### config.mk
export PLATFORM = sky130hd
export DESIGN_NAME = mp2a_scan
export DESIGN_NICKNAME = d
export VERILOG_FILES = /design/src/design/max_pool_2d_argmax_assert.svh /design/src/design/mp2a_pkg.sv /design/src/design/mp2a_scan.sv
export SDC_FILE = /design/constraint.sdc
export NUM_CORES = 1
export LEC_CHECK = 0
export BUFFER_PORTS_ARGS = -buffer_cell sky130_fd_sc_hd__buf_2
export CAP_MARGIN = 20
export CELL_PAD_IN_SITES_DETAIL_PLACEMENT = 0
export CELL_PAD_IN_SITES_GLOBAL_PLACEMENT = 1
export CORE_UTILIZATION = 25
export DETAILED_ROUTE_END_ITERATION = 6
export PLACE_DENSITY_LB_ADDON = 0.25
export SLEW_MARGIN = 20
export SYNTH_ARGS = -nofsm -noshare
export SYNTH_HDL_FRONTEND = slang
export SYNTH_SLANG_ARGS = --single-unit
### constraint.sdc
create_clock -name clk -period 9.8 [get_ports clk]
set_input_delay 1.47 -clock clk [delete_from_list [all_inputs] [get_ports clk]]
set_output_delay 1.47 -clock clk [all_outputs]
set_load 0.05 [all_outputs]
### src/design/max_pool_2d_argmax_assert.svh
// Assertion macros for the max pooling block.
// Expects clk and rst_n in the including scope; define NO_ASSERTIONS to drop them.
`ifndef MAX_POOL_2D_ARGMAX_ASSERT_SVH
`define MAX_POOL_2D_ARGMAX_ASSERT_SVH

`ifndef NO_ASSERTIONS
`define MP2A_ASSERT_SAME(lbl, ante, cons) \
  lbl: assert property (@(posedge clk) disable iff (!rst_n) (ante) |-> (cons)) \
    else $error("max_pool_2d_argmax: same-cycle check failed");
`define MP2A_ASSERT_NEXT(lbl, ante, cons) \
  lbl: assert property (@(posedge clk) disable iff (!rst_n) (ante) |=> (cons)) \
    else $error("max_pool_2d_argmax: next-cycle check failed");
`else
`define MP2A_ASSERT_SAME(lbl, ante, cons)
`define MP2A_ASSERT_NEXT(lbl, ante, cons)
`endif

`endif

### src/design/mp2a_pkg.sv
// Shared constants, register codes and the window job record for max pooling.
// No dependencies.
package mp2a_pkg;

  localparam int MAX_WIDTH   = 256;
  localparam int MAX_HEIGHT  = 256;
  localparam int MAX_KERNEL  = 8;
  localparam int SAMPLE_BITS = 32;

  localparam int COL_W       = $clog2(MAX_WIDTH);
  localparam int ROW_W       = $clog2(MAX_HEIGHT);
  localparam int SLOT_W      = $clog2(MAX_KERNEL);
  localparam int ADDR_W      = SLOT_W + COL_W;
  localparam int STORE_DEPTH = MAX_KERNEL * MAX_WIDTH;

  localparam int DIM_W      = 9;
  localparam int KER_W      = 4;
  localparam int PLANE_W    = 16;
  localparam int IDX_W      = 32;
  localparam int CFG_DATA_W = 16;
  localparam int CFG_IDX_W  = 3;

  typedef enum logic [CFG_IDX_W-1:0] {
    REG_IN_HEIGHT   = 3'd0,
    REG_IN_WIDTH    = 3'd1,
    REG_KERNEL_ROWS = 3'd2,
    REG_KERNEL_COLS = 3'd3,
    REG_STRIDE_ROWS = 3'd4,
    REG_STRIDE_COLS = 3'd5,
    REG_NUM_PLANES  = 3'd6
  } reg_idx_t;

  localparam logic [DIM_W-1:0]   RST_IN_HEIGHT   = 9'd32;
  localparam logic [DIM_W-1:0]   RST_IN_WIDTH    = 9'd32;
  localparam logic [KER_W-1:0]   RST_KERNEL_ROWS = 4'd2;
  localparam logic [KER_W-1:0]   RST_KERNEL_COLS = 4'd2;
  localparam logic [KER_W-1:0]   RST_STRIDE_ROWS = 4'd2;
  localparam logic [KER_W-1:0]   RST_STRIDE_COLS = 4'd2;
  localparam logic [PLANE_W-1:0] RST_NUM_PLANES  = 16'd1;

  typedef struct packed {
    logic [IDX_W-1:0]  start_idx;
    logic [COL_W-1:0]  c0;
    logic [SLOT_W-1:0] slot0;
    logic [KER_W-1:0]  kr;
    logic [KER_W-1:0]  kc;
    logic [DIM_W-1:0]  width;
    logic              last_plane;
    logic              last_tensor;
  } job_t;

endpackage

### src/design/mp2a_scan.sv
// Window scan sequencer: reads the row store over the window, tracks the argmax,
// and holds the result in the output register. Depends on mp2a_pkg.
module mp2a_scan (
  input  logic                                 clk,
  input  logic                                 rst_n,
  input  logic                                 job_valid,
  input  mp2a_pkg::job_t                       job,
  input  logic [mp2a_pkg::SAMPLE_BITS-1:0]     ram_rdata,
  output logic                                 ram_re,
  output logic [mp2a_pkg::ADDR_W-1:0]          ram_raddr,
  output logic                                 busy,
  output logic                                 out_valid,
  input  logic                                 out_stall,
  output logic signed [mp2a_pkg::SAMPLE_BITS-1:0] out_max_value,
  output logic [mp2a_pkg::IDX_W-1:0]           out_max_index,
  output logic                                 out_last_of_plane,
  output logic                                 out_last_of_tensor
);

  localparam int KW = mp2a_pkg::KER_W;
  localparam int SW = mp2a_pkg::SLOT_W;
  localparam int CW = mp2a_pkg::COL_W;
  localparam int XW = mp2a_pkg::IDX_W;

  typedef enum logic [1:0] {S_IDLE, S_SCAN, S_WAIT, S_FLUSH} state_t;

  state_t         state_r;
  mp2a_pkg::job_t job_r;
  logic [SW-1:0]  dc_r, dr_r, slot_r;
  logic [CW-1:0]  col_r;
  logic [XW-1:0]  elem_r, rowi_r, rd_idx_r, peak_idx_r;
  logic           rd_vld_r, rd_first_r;
  logic signed [mp2a_pkg::SAMPLE_BITS-1:0] best_r;
  logic           col_end, row_end, take, out_free;
  logic [XW-1:0]  rowi_step;
  logic [KW-1:0]  slot1;

  always_comb begin
    ram_re    = (state_r == S_SCAN);
    ram_raddr = {slot_r, col_r};
    busy      = (state_r != S_IDLE);
    col_end   = KW'(dc_r) == (job_r.kc - KW'(1));
    row_end   = KW'(dr_r) == (job_r.kr - KW'(1));
    slot1     = KW'(slot_r) + KW'(1);
    rowi_step = rowi_r + XW'(job_r.width);
    take      = rd_first_r || ($signed(ram_rdata) > best_r);
    out_free  = !out_valid || !out_stall;
  end

  always_ff @(posedge clk) begin
    if (!rst_n) begin
      state_r   <= S_IDLE;
      out_valid <= 1'b0;
      rd_vld_r  <= 1'b0;
    end else begin
      if ((state_r == S_FLUSH) && out_free) begin
        out_valid <= 1'b1;
      end else if (out_valid && !out_stall) begin
        out_valid <= 1'b0;
      end
      rd_vld_r   <= ram_re;
      rd_first_r <= ram_re && (dc_r == '0) && (dr_r == '0);
      rd_idx_r   <= elem_r;
      if (rd_vld_r && take) begin
        best_r     <= $signed(ram_rdata);
        peak_idx_r <= rd_idx_r;
      end
      unique case (state_r)
        S_IDLE: begin
          if (job_valid) begin
            job_r   <= job;
            dc_r    <= '0;
            dr_r    <= '0;
            slot_r  <= job.slot0;
            col_r   <= job.c0;
            elem_r  <= job.start_idx;
            rowi_r  <= job.start_idx;
            state_r <= S_SCAN;
          end
        end
        S_SCAN: begin
          if (col_end) begin
            dc_r   <= '0;
            dr_r   <= dr_r + SW'(1);
            col_r  <= job_r.c0;
            slot_r <= (slot1 == job_r.kr) ? '0 : slot1[SW-1:0];
            rowi_r <= rowi_step;
            elem_r <= rowi_step;
            if (row_end) begin
              state_r <= S_WAIT;
            end
          end else begin
            dc_r   <= dc_r + SW'(1);
            col_r  <= col_r + CW'(1);
            elem_r <= elem_r + XW'(1);
          end
        end
        S_WAIT: state_r <= S_FLUSH;
        S_FLUSH: begin
          if (out_free) begin
            out_max_value      <= best_r;
            out_max_index      <= peak_idx_r;
            out_last_of_plane  <= job_r.last_plane;
            out_last_of_tensor <= job_r.last_tensor;
            state_r            <= S_IDLE;
          end
        end
        default: state_r <= S_IDLE;
      endcase
    end
  end

endmodule

Word level (Yosys, flattened, before mapping)
Index checks and enable logic that the tools add are counted.

storage, ports and cells
  register bits = 275
  output and inout bits = 80
  logic and storage cells = 87
  bits of input ports = 98

operators by class
  add/sub/neg operators = 8
  muxes and demuxes = 24
  reductions and logical operators = 21
  order comparisons = 1
  equality and inequality tests = 10

operators by type and width
  kind                   count
  $pmux 32 s2            2
  $mux 32                3
  $add 32x1->32 const B  1
  $add 32x9->32          1
  $gt 32x32->1           1
  $mux 3                 6
  $pmux 3 s2             3
  $mux 8                 2
  $pmux 8 s2             1
  $reduce_and 3->1       3
  $add 8x1->8 const B    1
  $eq 3x4->1             2
  $mux 2                 4
  $pmux 2 s4             1
  $reduce_and 4->1       2
  $sub 4x1->4 const B    2
  $add 3x1->3 const B    2
  $logic_not 3->1        2
  $reduce_bool 2->1      3
  $logic_and 1x1->1      5
  $add 3x1->4 const B    1
  $eq 2x2->1 const B     2
  $eq 4x4->1             1
  $ne 2x1->1 const B     2
  other kinds (7)        11

Logic depth before layout (Yosys ltp)
  depth after elaboration = 5
  mapped depth = 10
  depth with buffers taken out = 9

Worst setup path before layout
OpenSTA, ideal clock, no wires.

  kind = in2reg
  from = in rst_n
  to = reg out_last_of_plane (enable)
  cell stages on the path = 2
  data required time = 9.288 ns
  arrival = 4.728 ns
  path buffers = 0
  slack = 4.561 ns
  library setup time = 0.512 ns
  cell sequence = nand2_1 -> a21oi_1

between the ends
  word-level cells in the longest chain between the ends = 1

ends and longest elaborated chain
  what                        line              text
  from (decl)                 mp2a_scan.sv:5    input logic rst_n,
  $reduce_and 3->1 (no line)  --
  to (signal assigned)        mp2a_scan.sv:103  out_last_of_plane <= job_r.last_plane;
  to (decl)                   mp2a_scan.sv:16   output logic out_last_of_plane,

Every way passes these cells.
A chain may end at the register's enable or synchronous reset.

Worst setup path after layout
  from = in ram_rdata[9] (netlist name)
  to = reg peak_idx_r[27] (enable)

between the ends
  word-level cells in the longest chain between the ends = 4

ends and longest elaborated chain
  what                        line             text
  from (decl)                 mp2a_scan.sv:8   input logic [mp2a_pkg::SAMPLE_BITS-1:0] ram_rdata,
  $gt 32x32->1                mp2a_scan.sv:46  take = rd_first_r || ($signed(ram_rdata) > best_r);
  $logic_or 1x1->1            mp2a_scan.sv:46
  $logic_and 1x1->1           mp2a_scan.sv:64  if (rd_vld_r && take) begin
  $reduce_and 2->1 (no line)  --
  to (signal assigned)        mp2a_scan.sv:66  peak_idx_r <= rd_idx_r;
  to (decl)                   mp2a_scan.sv:31  logic [XW-1:0] elem_r, rowi_r, rd_idx_r, peak_idx_r;

Every way passes these cells.

==> flow_summary.toml <==
[clock_network]
cts_buffers = 35
cts_root_buf = "clkbuf_16"
cts.sink_count = 275
cts.htree.levels = 2
ctsHoldBuffers = 0
postCtsSetupBuffers = 0
cts.repair.resized = 0
cts_tree = "built"
clk_latency_ps = 540
clockBufferDepth = 3
clk_pin_slew_ps = 60

[synthesis]
netlist_instances = 899
synth-seq-cells = 275
ys.flop_type = "edfxtp_1"
synth_edf_count = 271
synth_cell_type_count = 62
syn_area_per_cell_um2 = 13.7
yosys_warnings = 0
synth-async-reset-ratio_pct = 0
syn_area_um2 = 12300
syn-num-nets = 1052
yosysSeqAreaShare_pct = 66.9

[pwr]
power_leakage_nw = 5.57
p_sw_share_pct = 32.4
power.net_switching_w = 0.00127
pwr-share-seq_pct = 43.0
power.density_nw_per_um2 = 259
irDropWorstVdd_mv = 0.138
power_w = 0.00393
power.internal_w = 0.00266
p_comb_share_pct = 24.0
clkPwrFrac_pct = 33.0

[worst_setup_path]
arrival_ps = 4350
setup.worst_path.start = "ram_rdata[9]"
slowest_stage = "buf_4"
rr_worst_depth = 10
reg2reg_to = "peak_idx_r[27]"
start_kind = "input port"
criticalPathCategory = "in -> reg"
path_buf_inv = 2
reg2reg_from = "best_r[9]"
crit_chain = "buf_2 > ha_1 > a21oi_1 > o21ai_0 > a221oi_1 > nor2_1 > a2111oi_0 > mux2_2 > o2111a_2 > buf_4"
worstPathRequired_ps = 9960
path_delay_family = "compound AO/OA/AOI/OAI gates"
crit_end = "peak_idx_r[27]"
cpPeakStageDelay_ps = 630
end_kind = "flop"
path_depth = 10
crit_fanout = 48
rrSetupSlack_ps = 6250

[layout]
fin_nets = 1252
drive_gt1_share_pct = 24.2
area_growth_syn_to_layout_pct = 23.4

[drt]
drt-vias-per-instance = 4.34
drt_iter0_markers = 522
first_pass_iters = 4
num_vias = 7746
ant_nets = 0
wirelength_mm = 30.1
drc = 0
wl_per_cell_um = 16.9

[sta]
finalCritPeriodShare_pct = 42.7
setup_tns_ps = 0
whs_ps = 404
rsz0062_at_grt = "false"
setup_violations = 0
fin_skew_ps = 16.4
fin_crit_ps = 4180
max_slew.worst_pin.slew_ps = 892
maxSlewHeadroom_pct = 40.5
drv_slew = 0
layout_setup_ws_ps = 5620
clock.fmax_mhz = 239
hold_viol_final = 0

[grt]
antenna_found_initial = 1
grt_max_degree = 67
grt_first_pass_wirelength_mm = 46.1
grt_pass1_vias = 7705
track_usage_pct = 12.2
grt_overflow_total = 0

[run]
cap_viol_max_count = 0

[floorplan]
dieWidth_um = 224
coreArea_um2 = 48100
dieArea_um2 = 50000
fp-row-count = 80
start_util_pct = 25.5
die_h_um = 224
ioPinCount = 178

[hold_path]
holdPathStages = 0
hold_path.class = "reg -> reg"

[placed_design]
io_buffers = 177
gp_congestion = 0.733
post-dp-hpwl_mm = 20.7
dpl_worst_slack_ps = 4970

[outcome]
status = "complete, no violations"
==> sequential cells by signal, summed over array words and instances (netlist names), 8 cells and up <==
| register | count |
|---|---|
| job_r | 27 |
| out_max_index | 32 |
| col_r | 8 |
| elem_r | 32 |
| rd_idx_r | 32 |
| best_r | 32 |
| out_max_value | 32 |
| rowi_r | 32 |
| peak_idx_r | 32 |
==> layout make-up <==
type	instances	area, µm²
flip-flops and latches	275	8220
inverters	57	214
clock buffers	40	905
diodes	1	2.50
repair buffers	189	976
well taps	656	821
multi-input cells	541	3790
fillers	4861	33000
clock inverters	24	248
==> worst min path at each step <==
stage                    from                 to  slack [ps]
3_3_place_gp      rd_idx_r[5]      peak_idx_r[5]         400
5_1_grt        peak_idx_r[20]  out_max_index[20]         420
4_1_cts          rd_idx_r[13]     peak_idx_r[13]         410
2_1_floorplan        job_r[1]  out_last_of_plane         400
3_5_place_dp    peak_idx_r[6]   out_max_index[6]         400
6_report          rd_idx_r[1]      peak_idx_r[1]         400
==> worst reg2reg max path, stage by stage, from the launching register on <==
cell       delay, ps
edfxtp_1         400
inv_1             70
ha_1             230
a21oi_1          160
o21ai_0          140
a221oi_1         320
nor2_1            60
a2111oi_0        420
mux2_2           230
o2111a_2         470
buf_4            640
==> Yosys cell counts (3+ instances only) <==
cell type / instances / share of area (%)
and3_1: 17 / 0.87
nand3_1: 35 / 1.4
mux2_2: 12 / 1.1
nand4_1: 24 / 1.2
and4_1: 3 / 0.21
a211o_1: 3 / 0.21
a31oi_1: 7 / 0.36
or3_1: 5 / 0.25
nor2_1: 58 / 1.8
nor3_1: 17 / 0.69
clkbuf_1: 24 / 0.73
o21bai_1: 3 / 0.18
nor2b_1: 11 / 0.56
a21o_1: 11 / 0.67
o31ai_1: 5 / 0.31
o21ai_0: 37 / 1.5
xor2_1: 37 / 2.6
a211oi_1: 7 / 0.43
dfxtp_1: 4 / 0.65
nand2_1: 46 / 1.4
mux2i_1: 6 / 0.49
o211ai_1: 4 / 0.24
nor4_1: 4 / 0.20
xnor2_1: 33 / 2.4
o2bb2ai_1: 5 / 0.36
inv_1: 57 / 1.7
ha_1: 54 / 5.5
edfxtp_1: 271 / 66
a21oi_1: 44 / 1.8
o21a_1: 3 / 0.18
and2_1: 4 / 0.20
o221ai_1: 10 / 0.71
==> placed cells by master, fill, tap and decap left out, drive strengths merged, types with 34 or more instances in the layout <==
cell type and n:
xnor2 34, nand3 36, o21ai 38, xor2 37
a21oi 44, inv 61, nand2 46, ha 54
nor2 58, edfxtp 271, buf 189, clkbuf 40
==> metrics by stage <==
stage	util (%)	area [µm²]	cells
floorplan	-	12300	899
global placement	29.1	14000	1718
detailed placement	29.1	14000	1718
CTS	31.5	15200	1782
global route	31.5	15200	1783
finish	31.5	15200	1783
==> layer usage <==
layer,GRT usage [%],part of all wire [%],up-vias
met4,4.04,2.6,0
met1,16.3,46,3673
met2,19.0,45,208
li1,-,-,3813
met3,3.33,6.7,52
met5,0,0,-
==> logic make-up (layout without fill, tap and decap cells) <==
group | after synthesis | count (layout) | share of synthesized area [%]
xor+xnor | 71 | 71 | 5.12
other cells | 0 | 1 | 0
buf+inv | 83 | 310 | 2.55
mux | 18 | 18 | 1.59
simple gates | 238 | 238 | 9.75
fa+ha+maj | 55 | 55 | 5.66
compound gates | 159 | 159 | 8.45
flops | 275 | 275 | 66.9
==> power by group through the flow <==
stage                     combinational [W]  sequential [W]  clock (W)
after global routing                0.00105         0.00171    0.00139
after detailed placement           0.000961         0.00171          0
after global placement             0.000957         0.00171          0
final                              0.000942         0.00169    0.00130
after floorplan                    0.000593         0.00177          0
after CTS                          0.000966         0.00169    0.00136
(Power assumes the default switching activity.)
