<file path="src/design/max_pool_2d_argmax_assert.svh">
// Assertion macros for the max pooling block.
// Expects clk and rst_n in the including scope; define NO_ASSERTIONS to drop them.
`ifndef MAX_POOL_2D_ARGMAX_ASSERT_SVH
`define MAX_POOL_2D_ARGMAX_ASSERT_SVH

`ifndef NO_ASSERTIONS
`define MP2A_ASSERT_SAME(lbl, ante, cons) \
  lbl: assert property (@(posedge clk) disable iff (!rst_n) (ante) |-> (cons)) \
    else $error("max_pool_2d_argmax: same-cycle check failed");
`define MP2A_ASSERT_NEXT(lbl, ante, cons) \
  lbl: assert property (@(posedge clk) disable iff (!rst_n) (ante) |=> (cons)) \
    else $error("max_pool_2d_argmax: next-cycle check failed");
`else
`define MP2A_ASSERT_SAME(lbl, ante, cons)
`define MP2A_ASSERT_NEXT(lbl, ante, cons)
`endif

`endif

</file>
<file path="src/design/mp2a_pkg.sv">
// Shared constants, register codes and the window job record for max pooling.
// No dependencies.
package mp2a_pkg;

  localparam int MAX_WIDTH   = 256;
  localparam int MAX_HEIGHT  = 256;
  localparam int MAX_KERNEL  = 8;
  localparam int SAMPLE_BITS = 32;

  localparam int COL_W       = $clog2(MAX_WIDTH);
  localparam int ROW_W       = $clog2(MAX_HEIGHT);
  localparam int SLOT_W      = $clog2(MAX_KERNEL);
  localparam int ADDR_W      = SLOT_W + COL_W;
  localparam int STORE_DEPTH = MAX_KERNEL * MAX_WIDTH;

  localparam int DIM_W      = 9;
  localparam int KER_W      = 4;
  localparam int PLANE_W    = 16;
  localparam int IDX_W      = 32;
  localparam int CFG_DATA_W = 16;
  localparam int CFG_IDX_W  = 3;

  typedef enum logic [CFG_IDX_W-1:0] {
    REG_IN_HEIGHT   = 3'd0,
    REG_IN_WIDTH    = 3'd1,
    REG_KERNEL_ROWS = 3'd2,
    REG_KERNEL_COLS = 3'd3,
    REG_STRIDE_ROWS = 3'd4,
    REG_STRIDE_COLS = 3'd5,
    REG_NUM_PLANES  = 3'd6
  } reg_idx_t;

  localparam logic [DIM_W-1:0]   RST_IN_HEIGHT   = 9'd32;
  localparam logic [DIM_W-1:0]   RST_IN_WIDTH    = 9'd32;
  localparam logic [KER_W-1:0]   RST_KERNEL_ROWS = 4'd2;
  localparam logic [KER_W-1:0]   RST_KERNEL_COLS = 4'd2;
  localparam logic [KER_W-1:0]   RST_STRIDE_ROWS = 4'd2;
  localparam logic [KER_W-1:0]   RST_STRIDE_COLS = 4'd2;
  localparam logic [PLANE_W-1:0] RST_NUM_PLANES  = 16'd1;

  typedef struct packed {
    logic [IDX_W-1:0]  start_idx;
    logic [COL_W-1:0]  c0;
    logic [SLOT_W-1:0] slot0;
    logic [KER_W-1:0]  kr;
    logic [KER_W-1:0]  kc;
    logic [DIM_W-1:0]  width;
    logic              last_plane;
    logic              last_tensor;
  } job_t;

endpackage

</file>
<file path="src/design/mp2a_pos.sv">
// Configuration registers, raster position counters and window completion test.
// Depends on mp2a_pkg.
module mp2a_pos (
  input  logic                                   clk,
  input  logic                                   rst_n,
  input  logic                                   cfg_wr_en,
  input  logic [mp2a_pkg::CFG_IDX_W-1:0]         cfg_index,
  input  logic [mp2a_pkg::CFG_DATA_W-1:0]        cfg_data,
  input  logic                                   in_valid,
  input  logic                                   in_stall,
  input  logic signed [mp2a_pkg::SAMPLE_BITS-1:0] in_sample,
  output logic                                   ram_we,
  output logic [mp2a_pkg::ADDR_W-1:0]            ram_waddr,
  output logic [mp2a_pkg::SAMPLE_BITS-1:0]       ram_wdata,
  output logic                                   job_valid,
  output mp2a_pkg::job_t                         job
);

  localparam int DW = mp2a_pkg::DIM_W;
  localparam int KW = mp2a_pkg::KER_W;
  localparam int SW = mp2a_pkg::SLOT_W;
  localparam int CW = mp2a_pkg::COL_W;
  localparam int RW = mp2a_pkg::ROW_W;
  localparam int PW = mp2a_pkg::PLANE_W;
  localparam int XW = mp2a_pkg::IDX_W;

  logic [DW-1:0] in_height_r, in_width_r;
  logic [KW-1:0] kernel_rows_r, kernel_cols_r, stride_rows_r, stride_cols_r;
  logic [PW-1:0] num_planes_r;

  logic [RW-1:0] row_r, row_nxt, row_c;
  logic [CW-1:0] col_r, col_nxt, col_c;
  logic [SW-1:0] rph_r, rph_nxt, rph_c;
  logic [KW-1:0] cph_r, cph_nxt, cph_c;
  logic [KW-1:0] rsp_r, rsp_nxt, rsp_c;
  logic [PW-1:0] plane_r, plane_nxt, plane_c;
  logic [XW-1:0] flat_r, flat_nxt, flat_c;

  logic [DW-1:0] h_eff, w_eff;
  logic [PW-1:0] p_eff;
  logic          acc, bad, kvalid, col_last, row_last, col_ok, row_ok, ready;
  logic          cfg_hit, plane_wrap;
  logic [DW-1:0] col1, row1;
  logic [KW:0]   cph1, rsp1;
  logic [PW:0]   plane1;
  logic [KW-1:0] rph1;
  logic [SW-1:0] km1, kcm1;
  logic [DW+SW-1:0] win_off;
  logic [RW-1:0] r0;
  logic [CW-1:0] c0;
  logic [DW:0]   lp_rows, lp_cols;
  logic          last_plane;

  always_comb begin
    h_eff = (in_height_r == '0) ? DW'(1) :
            (in_height_r > DW'(mp2a_pkg::MAX_HEIGHT)) ? DW'(mp2a_pkg::MAX_HEIGHT) : in_height_r;
    w_eff = (in_width_r == '0) ? DW'(1) :
            (in_width_r > DW'(mp2a_pkg::MAX_WIDTH)) ? DW'(mp2a_pkg::MAX_WIDTH) : in_width_r;
    p_eff = (num_planes_r == '0) ? PW'(1) : num_planes_r;

    acc = in_valid && !in_stall;
    bad = (DW'(row_r) >= h_eff) || (DW'(col_r) >= w_eff);

    row_c   = bad ? '0 : row_r;
    col_c   = bad ? '0 : col_r;
    rph_c   = bad ? '0 : rph_r;
    cph_c   = bad ? '0 : cph_r;
    rsp_c   = bad ? '0 : rsp_r;
    plane_c = bad ? '0 : plane_r;
    flat_c  = bad ? '0 : flat_r;

    kvalid = (kernel_rows_r != '0) && (kernel_rows_r <= KW'(mp2a_pkg::MAX_KERNEL)) &&
             (kernel_cols_r != '0) && (kernel_cols_r <= KW'(mp2a_pkg::MAX_KERNEL)) &&
             (stride_rows_r != '0) && (stride_cols_r != '0);

    col1     = DW'(col_c) + DW'(1);
    row1     = DW'(row_c) + DW'(1);
    col_last = col1 >= w_eff;
    row_last = row1 >= h_eff;
    col_ok   = col1 >= DW'(kernel_cols_r);
    row_ok   = row1 >= DW'(kernel_rows_r);
    ready    = kvalid && col_ok && row_ok && (cph_c == '0) && (rsp_c == '0);

    cph1   = (KW+1)'(cph_c) + (KW+1)'(1);
    rsp1   = (KW+1)'(rsp_c) + (KW+1)'(1);
    rph1   = KW'(rph_c) + KW'(1);
    plane1 = (PW+1)'(plane_c) + (PW+1)'(1);
    plane_wrap = plane1 >= (PW+1)'(p_eff);

    col_nxt   = col_last ? '0 : col_c + CW'(1);
    cph_nxt   = cph_c;
    row_nxt   = row_c;
    rph_nxt   = rph_c;
    rsp_nxt   = rsp_c;
    plane_nxt = plane_c;
    flat_nxt  = (col_last && row_last && plane_wrap) ? '0 : flat_c + XW'(1);

    if (kvalid && col_ok) begin
      cph_nxt = (cph1 >= (KW+1)'(stride_cols_r)) ? '0 : cph1[KW-1:0];
    end
    if (col_last) begin
      cph_nxt = '0;
      if (row_last) begin
        row_nxt   = '0;
        rph_nxt   = '0;
        rsp_nxt   = '0;
        plane_nxt = plane_wrap ? '0 : plane1[PW-1:0];
      end else begin
        row_nxt = row_c + RW'(1);
        rph_nxt = (kvalid && (rph1 < kernel_rows_r)) ? rph1[SW-1:0] : '0;
        if (row_ok) begin
          rsp_nxt = (rsp1 >= (KW+1)'(stride_rows_r)) ? '0 : rsp1[KW-1:0];
        end else begin
          rsp_nxt = '0;
        end
      end
    end

    km1     = SW'(kernel_rows_r - KW'(1));
    kcm1    = SW'(kernel_cols_r - KW'(1));
    win_off = (DW+SW)'(km1) * (DW+SW)'(w_eff);
    r0      = row_c - RW'(km1);
    c0      = col_c - CW'(kcm1);
    lp_rows = (DW+1)'(r0) + (DW+1)'(stride_rows_r) + (DW+1)'(kernel_rows_r);
    lp_cols = (DW+1)'(c0) + (DW+1)'(stride_cols_r) + (DW+1)'(kernel_cols_r);
    last_plane = (lp_rows > (DW+1)'(h_eff)) && (lp_cols > (DW+1)'(w_eff));

    job.start_idx   = flat_c - XW'(win_off) - XW'(kcm1);
    job.c0          = c0;
    job.slot0       = (rph1 == kernel_rows_r) ? '0 : rph1[SW-1:0];
    job.kr          = kernel_rows_r;
    job.kc          = kernel_cols_r;
    job.width       = w_eff;
    job.last_plane  = last_plane;
    job.last_tensor = last_plane && plane_wrap;
    job_valid       = acc && ready;

    ram_we    = acc && kvalid;
    ram_waddr = {rph_c, col_c};
    ram_wdata = in_sample;

    cfg_hit = 1'b0;
    unique case (cfg_index) inside
      mp2a_pkg::REG_IN_HEIGHT, mp2a_pkg::REG_IN_WIDTH, mp2a_pkg::REG_KERNEL_ROWS,
      mp2a_pkg::REG_KERNEL_COLS, mp2a_pkg::REG_STRIDE_ROWS, mp2a_pkg::REG_STRIDE_COLS,
      mp2a_pkg::REG_NUM_PLANES: cfg_hit = cfg_wr_en;
      default: cfg_hit = 1'b0;
    endcase
  end

  always_ff @(posedge clk) begin
    if (!rst_n) begin
      in_height_r   <= mp2a_pkg::RST_IN_HEIGHT;
      in_width_r    <= mp2a_pkg::RST_IN_WIDTH;
      kernel_rows_r <= mp2a_pkg::RST_KERNEL_ROWS;
      kernel_cols_r <= mp2a_pkg::RST_KERNEL_COLS;
      stride_rows_r <= mp2a_pkg::RST_STRIDE_ROWS;
      stride_cols_r <= mp2a_pkg::RST_STRIDE_COLS;
      num_planes_r  <= mp2a_pkg::RST_NUM_PLANES;
      row_r   <= '0;
      col_r   <= '0;
      rph_r   <= '0;
      cph_r   <= '0;
      rsp_r   <= '0;
      plane_r <= '0;
      flat_r  <= '0;
    end else if (cfg_hit) begin
      unique case (cfg_index)
        mp2a_pkg::REG_IN_HEIGHT:   in_height_r   <= cfg_data[DW-1:0];
        mp2a_pkg::REG_IN_WIDTH:    in_width_r    <= cfg_data[DW-1:0];
        mp2a_pkg::REG_KERNEL_ROWS: kernel_rows_r <= cfg_data[KW-1:0];
        mp2a_pkg::REG_KERNEL_COLS: kernel_cols_r <= cfg_data[KW-1:0];
        mp2a_pkg::REG_STRIDE_ROWS: stride_rows_r <= cfg_data[KW-1:0];
        mp2a_pkg::REG_STRIDE_COLS: stride_cols_r <= cfg_data[KW-1:0];
        mp2a_pkg::REG_NUM_PLANES:  num_planes_r  <= cfg_data[PW-1:0];
        default: ;
      endcase
      row_r   <= '0;
      col_r   <= '0;
      rph_r   <= '0;
      cph_r   <= '0;
      rsp_r   <= '0;
      plane_r <= '0;
      flat_r  <= '0;
    end else if (acc) begin
      row_r   <= row_nxt;
      col_r   <= col_nxt;
      rph_r   <= rph_nxt;
      cph_r   <= cph_nxt;
      rsp_r   <= rsp_nxt;
      plane_r <= plane_nxt;
      flat_r  <= flat_nxt;
    end
  end

endmodule

</file>
<file path="config.mk">
export PLATFORM = sky130hd
export DESIGN_NAME = mp2a_pos
export DESIGN_NICKNAME = d
export VERILOG_FILES = /design/src/design/max_pool_2d_argmax_assert.svh /design/src/design/mp2a_pkg.sv /design/src/design/mp2a_pos.sv
export SDC_FILE = /design/constraint.sdc
export NUM_CORES = 1
export LEC_CHECK = 0
export BUFFER_PORTS_ARGS = -buffer_cell sky130_fd_sc_hd__buf_2
export CAP_MARGIN = 10
export CORE_ASPECT_RATIO = 0.9
export CORE_MARGIN = 4
export CORE_UTILIZATION = 54
export CTS_BUF_LIST = sky130_fd_sc_hd__clkbuf_2 sky130_fd_sc_hd__clkbuf_4 sky130_fd_sc_hd__clkbuf_8
export DETAILED_ROUTE_END_ITERATION = 10
export HOLD_SLACK_MARGIN = 0.05
export PLACE_DENSITY = 0.74
export SKIP_CTS_REPAIR_TIMING = 1
export SLEW_MARGIN = 20
export SYNTH_ARGS = -nofsm -noshare
export SYNTH_HDL_FRONTEND = slang
export SYNTH_SLANG_ARGS = --single-unit
export TNS_END_PERCENT = 100
</file>
<file path="constraint.sdc">
create_clock -name clk -period 10.5 [get_ports clk]
set_input_delay 2.1 -clock clk [delete_from_list [all_inputs] [get_ports clk]]
set_output_delay 2.1 -clock clk [all_outputs]
set_load 0.1 [all_outputs]
</file>
==> Yosys cells after proc, flatten, opt, wreduce, memory -nomap -nowiden <==
Index checks and enable logic that the tools add are counted.
{ "word_totals": {"input_bits": 56, "out_inout_bits": 107, "register_bits": 125, "wordCells": 127} }
{ "op_classes": {"order_cmp": 16, "eq_ne": 7, "n_mux": 31, "multipliers": 1, "addsub": 19, "bitwise": 1, "n_reduce_logical": 38} }
{ "op_table": {"columns": ["op", "count"], "rows": [
  ["2-to-1 mux 16 bit", 5],
  ["2-to-1 mux 32 bit", 2],
  ["2-to-1 mux 8 bit", 5],
  ["2-to-1 mux 4 bit", 9],
  ["2-to-1 mux 9 bit", 4],
  ["adder 32 x 1 -> 32 bit, second input constant", 1],
  ["subtractor 32 x 12 -> 32 bit", 1],
  ["subtractor 32 x 3 -> 32 bit", 1],
  ["adder 9 x 4 -> 10 bit", 2],
  ["> comparator 10 x 9 -> 1 bit", 2],
  ["adder 8 x 1 -> 9 bit, second input constant", 2],
  ["adder 8 x 4 -> 9 bit", 2],
  [">= comparator 8 x 9 -> 1 bit", 2],
  [">= comparator 9 x 4 -> 1 bit", 2],
  [">= comparator 9 bit", 2],
  ["> comparator 9 bit, second input constant", 2],
  ["logical NOT 9 bit", 2],
  ["adder 16 x 1 -> 17 bit, second input constant", 1],
  [">= comparator 17 x 16 -> 1 bit", 1],
  ["logical AND 1 bit", 17],
  ["adder 8 x 1 -> 8 bit, second input constant", 2],
  ["logical NOT 16 bit", 1],
  ["nonzero test 4 bit", 4],
  ["subtractor 8 x 3 -> 8 bit", 2],
  ["other kinds (21)", 39]
]} }

==> Logic depth before layout (Yosys ltp) <==
{ "depth": {"ltp_word": 13, "ltp_mapped": 34, "ltp_nobuf": 29} }

==> Least setup slack after synthesis <==
Ideal clock, no wire load.
{ "synth_timing": {"path_kind": "register to output", "from": "register in_width_r[4]", "to": "output job[0] (netlist bit)", "path_buffers": 3, "path_stages_with_launch": 32, "path_slack_ns": -1.994, "arrival_time_ns": 10.394, "required_time_ns": 8.400, "cell_sequence": "dfxtp_1 -> nor4_1 -> a21oi_1 -> or2_2 -> inv_1 -> ha_1 -> nor3b_2 -> nor2_1 -> o41ai_4 -> and3_1 -> buf_6 -> buf_12 -> buf_2 -> and2_1 -> ha_1 -> nor2b_1 -> nor2_1 -> maj3_2 -> xor2_1 -> fa_1 -> ha_1 -> nor2b_1 -> o21ai_0 -> nand2b_1 -> xor2_1 -> ha_1 -> nand4_1 -> o221ai_1 -> a21oi_1 -> nor2b_1 -> o311ai_0 -> nor3_1"} }
{ "synth_lines": {"columns": ["element", "line", "source"], "rows": [
  ["start: declaration", "mp2a_pos.sv:27", "logic [DW-1:0] in_height_r, in_width_r;"],
  ["start signal: assignment", "mp2a_pos.sv:154", "in_width_r <= mp2a_pkg::RST_IN_WIDTH;"],
  ["start signal: assignment", "mp2a_pos.sv:170", "mp2a_pkg::REG_IN_WIDTH: in_width_r <= cfg_data[DW-1:0];"],
  ["end: declaration", "mp2a_pos.sv:16", "output mp2a_pkg::job_t job"]
]} }

==> impl_summary.txt <==
----------------------------------------------------
[Power]
  Leakage power ... 5.80 nW
  Overall power of the completed layout ... 1.56 mW
  Pwr Density ... 118 nW/um2
  Worst supply voltage drop on vdd ... 0.0000867 V

[GRT]
  Global-route wire length before repair ... 58100 um
  Antenna violations before repair ... 0
  Congestion Overflow GR ... 0
  Largest net degree at the start of global routing ... 59
  Global-route total usage across every layer ... 27.3%
  Vias in the first global route ... 11268

[Timing]
  Clock period minus worst slack ... 9670 ps
  Number of max-slew violations in the final report ... 0
  Setup TNS ... 0 ps
  Final setup fails ... 0
  Maximum clock rate ... 0.103 GHz
  Slew at the pin closest to its max-slew limit ... 1090 ps
  Final worst-path cycle share ... 92.1%
  Unrepaired setup endpoints after global routing ... no
  Worst-case setup margin in the final layout ... 827 ps
  Clock skew after layout ... 16.4 ps
  Number of failing hold endpoints at the final stage ... 0
  Relative slew margins ... 26.7%

[Drt]
  Sum of routed wire segments on met1 ... 16000 um
  Initial DRT Pass Iterations ... 6
  Remaining routing DRC violations ... 0
  Topmost layer with routed signal wires ... met4
  Post-route antenna net violation count ... 0
  WL met3 ... 2170 um
  Routed wire per std cell ... 18.2 um
  Final Routed Wirelength ... 35800 um
  Detailed Route Iter0 Violations ... 947
  Routed wl met2 ... 16600 um
  Detailed-route via count ... 11886
  Via density per instance ... 6.06

[Setup path]
  Critical Path RT ... 8400 ps
  Peak fanout along the critical path ... 45
  Data arrival time of the worst path ... 7570 ps
  Worst setup path startpoint ... in_width_r[4]
  Most prevalent standard cell on the critical path ... ha_1
  Worst Setup Start Kind ... flop
  Slowest-stage cell, CP ... and3_4
  Endpoint class of the critical path ... output port
  Type of the setup path with the least slack ... flop to output port
  Launching point of the worst reg2reg path ... in_width_r[4]
  WP buf/inv ... 5
  Longest individual stage delay on the worst path ... 590 ps
  Delay-heaviest family, CP ... simple AND/OR/NAND/NOR gates

[Clock tree]
  Clk pin slew, worst setup/hold paths ... 70 ps
  Clock tree from TritonCTS ... done
  H-tree level count ... 4
  Library cell used as clock root buffer ... clkbuf_8
  Number of buffers created by CTS ... 17
  Clock insertion delay at the later pin of the skew report ... 450 ps
  Clock sinks ... 125
  Maximum buffer depth of the clock tree ... 2

[Logic synthesis]
  Xor/xnor share of the synthesized area ... 4.85%
  Area of the mapped netlist ... 12500 um2
  Number of warnings printed during yosys synthesis ... 0
  Post-synthesis average cell area ... 7.59 um2
  Commonest cells in the synthesized netlist ... 194 x nand2_1, 149 x inv_1, 137 x ha_1, 125 x dfxtp_1, 117 x nor2_1
  Synthesized-area fraction occupied by and/or/nand/nor cells ... 25.5%
  Mapped Cells ... 1640
  Syn nets ... 1863
  Share of the synthesized area in the top cell type ... 20.1%
  Count of state elements after synthesis ... 125
  Number of synthesized flops with an enable pin ... 0
  Adder-cell share of the synthesized area ... 18.8%
  Cell type with the highest aggregate area in the netlist ... dfxtp_1
  Compound-cell area share of the yosys netlist ... 19.5%
  Most common cell in the synthesized netlist ... nand2_1
  Main combinational cell family by area after synthesis ... simple AND/OR/NAND/NOR gates
  Seq/Total Area, Yosys ... 20.1%
  Proportion of synthesized flip-flops having asynchronous set or reset ... 0%
  Number of library cell types mapped by synthesis ... 89
  Cell types with the largest area share after synthesis ... dfxtp_1 20%, ha_1 14%, nand2_1 5.8%
  Primary FF master, synth ... dfxtp_1
  Mux share of post-synthesis cell area ... 1.53%

[Job]
  Maxcap violations ... 0

[Final layout]
  Fraction of final layout cells with drive strength greater than 1 ... 10.8%
  Number of filler instances in the final layout ... 2102
  Diodes inserted ... 0
  Final non-filler cell total ... 1960
  Area growth from synthesis to layout ... 5.91%
  Net count reported at finish ... 1877
  Utilization of the core after routing ... 58.4%

[Die]
  I/O pin count ... 163
  Core Box Area ... 22600 um2
  Chip width ... 168 um
  Initial Util ... 55.2%
  DIE HEIGHT ... 152 um
  Floorplan die area ... 25600 um2
  Total number of placement rows ... 52

[Placement]
  RePlAce Congestion ... 0.979
  Worst setup slack before clock tree synthesis ... 1420 ps
  Placed wire-length estimate after detailed placement ... 27000 um
  Count of input and output buffers ... 98
  Instance count after placement with tap cells included ... 1932

[Hold path]
  Hold Crit Start ... in_height_r[0]
  Class of the worst hold path ... flop to flop

[Status]
  Outcome ... finished, final reports clean

----------------------------------------------------
through the flow:
step,instance area [um2],hold WS [ps]
2_1_floorplan,12500,443
3_3_place_gp,12800,460
3_5_place_dp,12800,469
4_1_cts,13200,479
5_1_grt,13200,499
6_report,13200,484
flip-flops by register name (all words and copies together), names as in the netlist:
name           count
flat_r            32
num_planes_r      16
plane_r           16
in_height_r        9
in_width_r         9
col_r              8
row_r              8
cph_r              4
kernel_cols_r      4
kernel_rows_r      4
rsp_r              4
stride_cols_r      4
stride_rows_r      4
rph_r              3
final timing paths:
check                           cells past startpoint  slack, ps        endpoint
worst max-delay path                               32        830          job[0]
worst min-delay path                                2        480  in_height_r[0]
worst max register to register                     26       3520      flat_r[10]
worst min register to register                      2        480  in_height_r[0]
worst min-delay path, stage by stage, from the launching register on:
cell and delay (ps):
dfxtp_1 320, nand2_1 50, a21boi_0 70
per-layer routing:
layer,GRT usage (%),vias to the layer above
met5,0,-
met4,8.46,0
met3,4.00,62
met2,44.8,380
met1,37.1,5700
li1,-,5744
final cells by class:
cell class	count	area [um2]	share of cell area, %
Clock buffer	21	283	2.14
Clock inverter	7	91.3	0.692
Inverter	153	574	4.35
Multi-Input combinational cell	1245	8770	66.5
Sequential cell	125	2500	19.0
Tap cell	297	372	2.82
Timing Repair Buffer	112	596	4.51
placed cells by master, fill, tap and decap left out, drive strengths merged, types with 38 or more instances in the layout:
master	n
a21oi	78
buf	112
dfxtp	125
ha	137
inv	150
nand2	195
nand3	81
nand4	40
nor2	120
nor2b	38
nor3	39
o21ai	79
xnor2	50
cells by family after synthesis:
logic type	after synthesis
and+or+nand+nor	637
AOI/OAI and AO/OA	351
buffers and inverters	270
DFF	125
adders and majority gates	169
xor gates and xnor gates	69
muxes	19
power breakdown:
group / total (mW) / switching (mW) / internal [mW] / leakage [nW]
clock network: 0.424 / 0.197 / 0.226 / 0.193
registers: 0.485 / 0.00606 / 0.479 / 1.01
logic: 0.652 / 0.499 / 0.153 / 4.60
No activity file was read; power rests on OpenSTA's default activity.
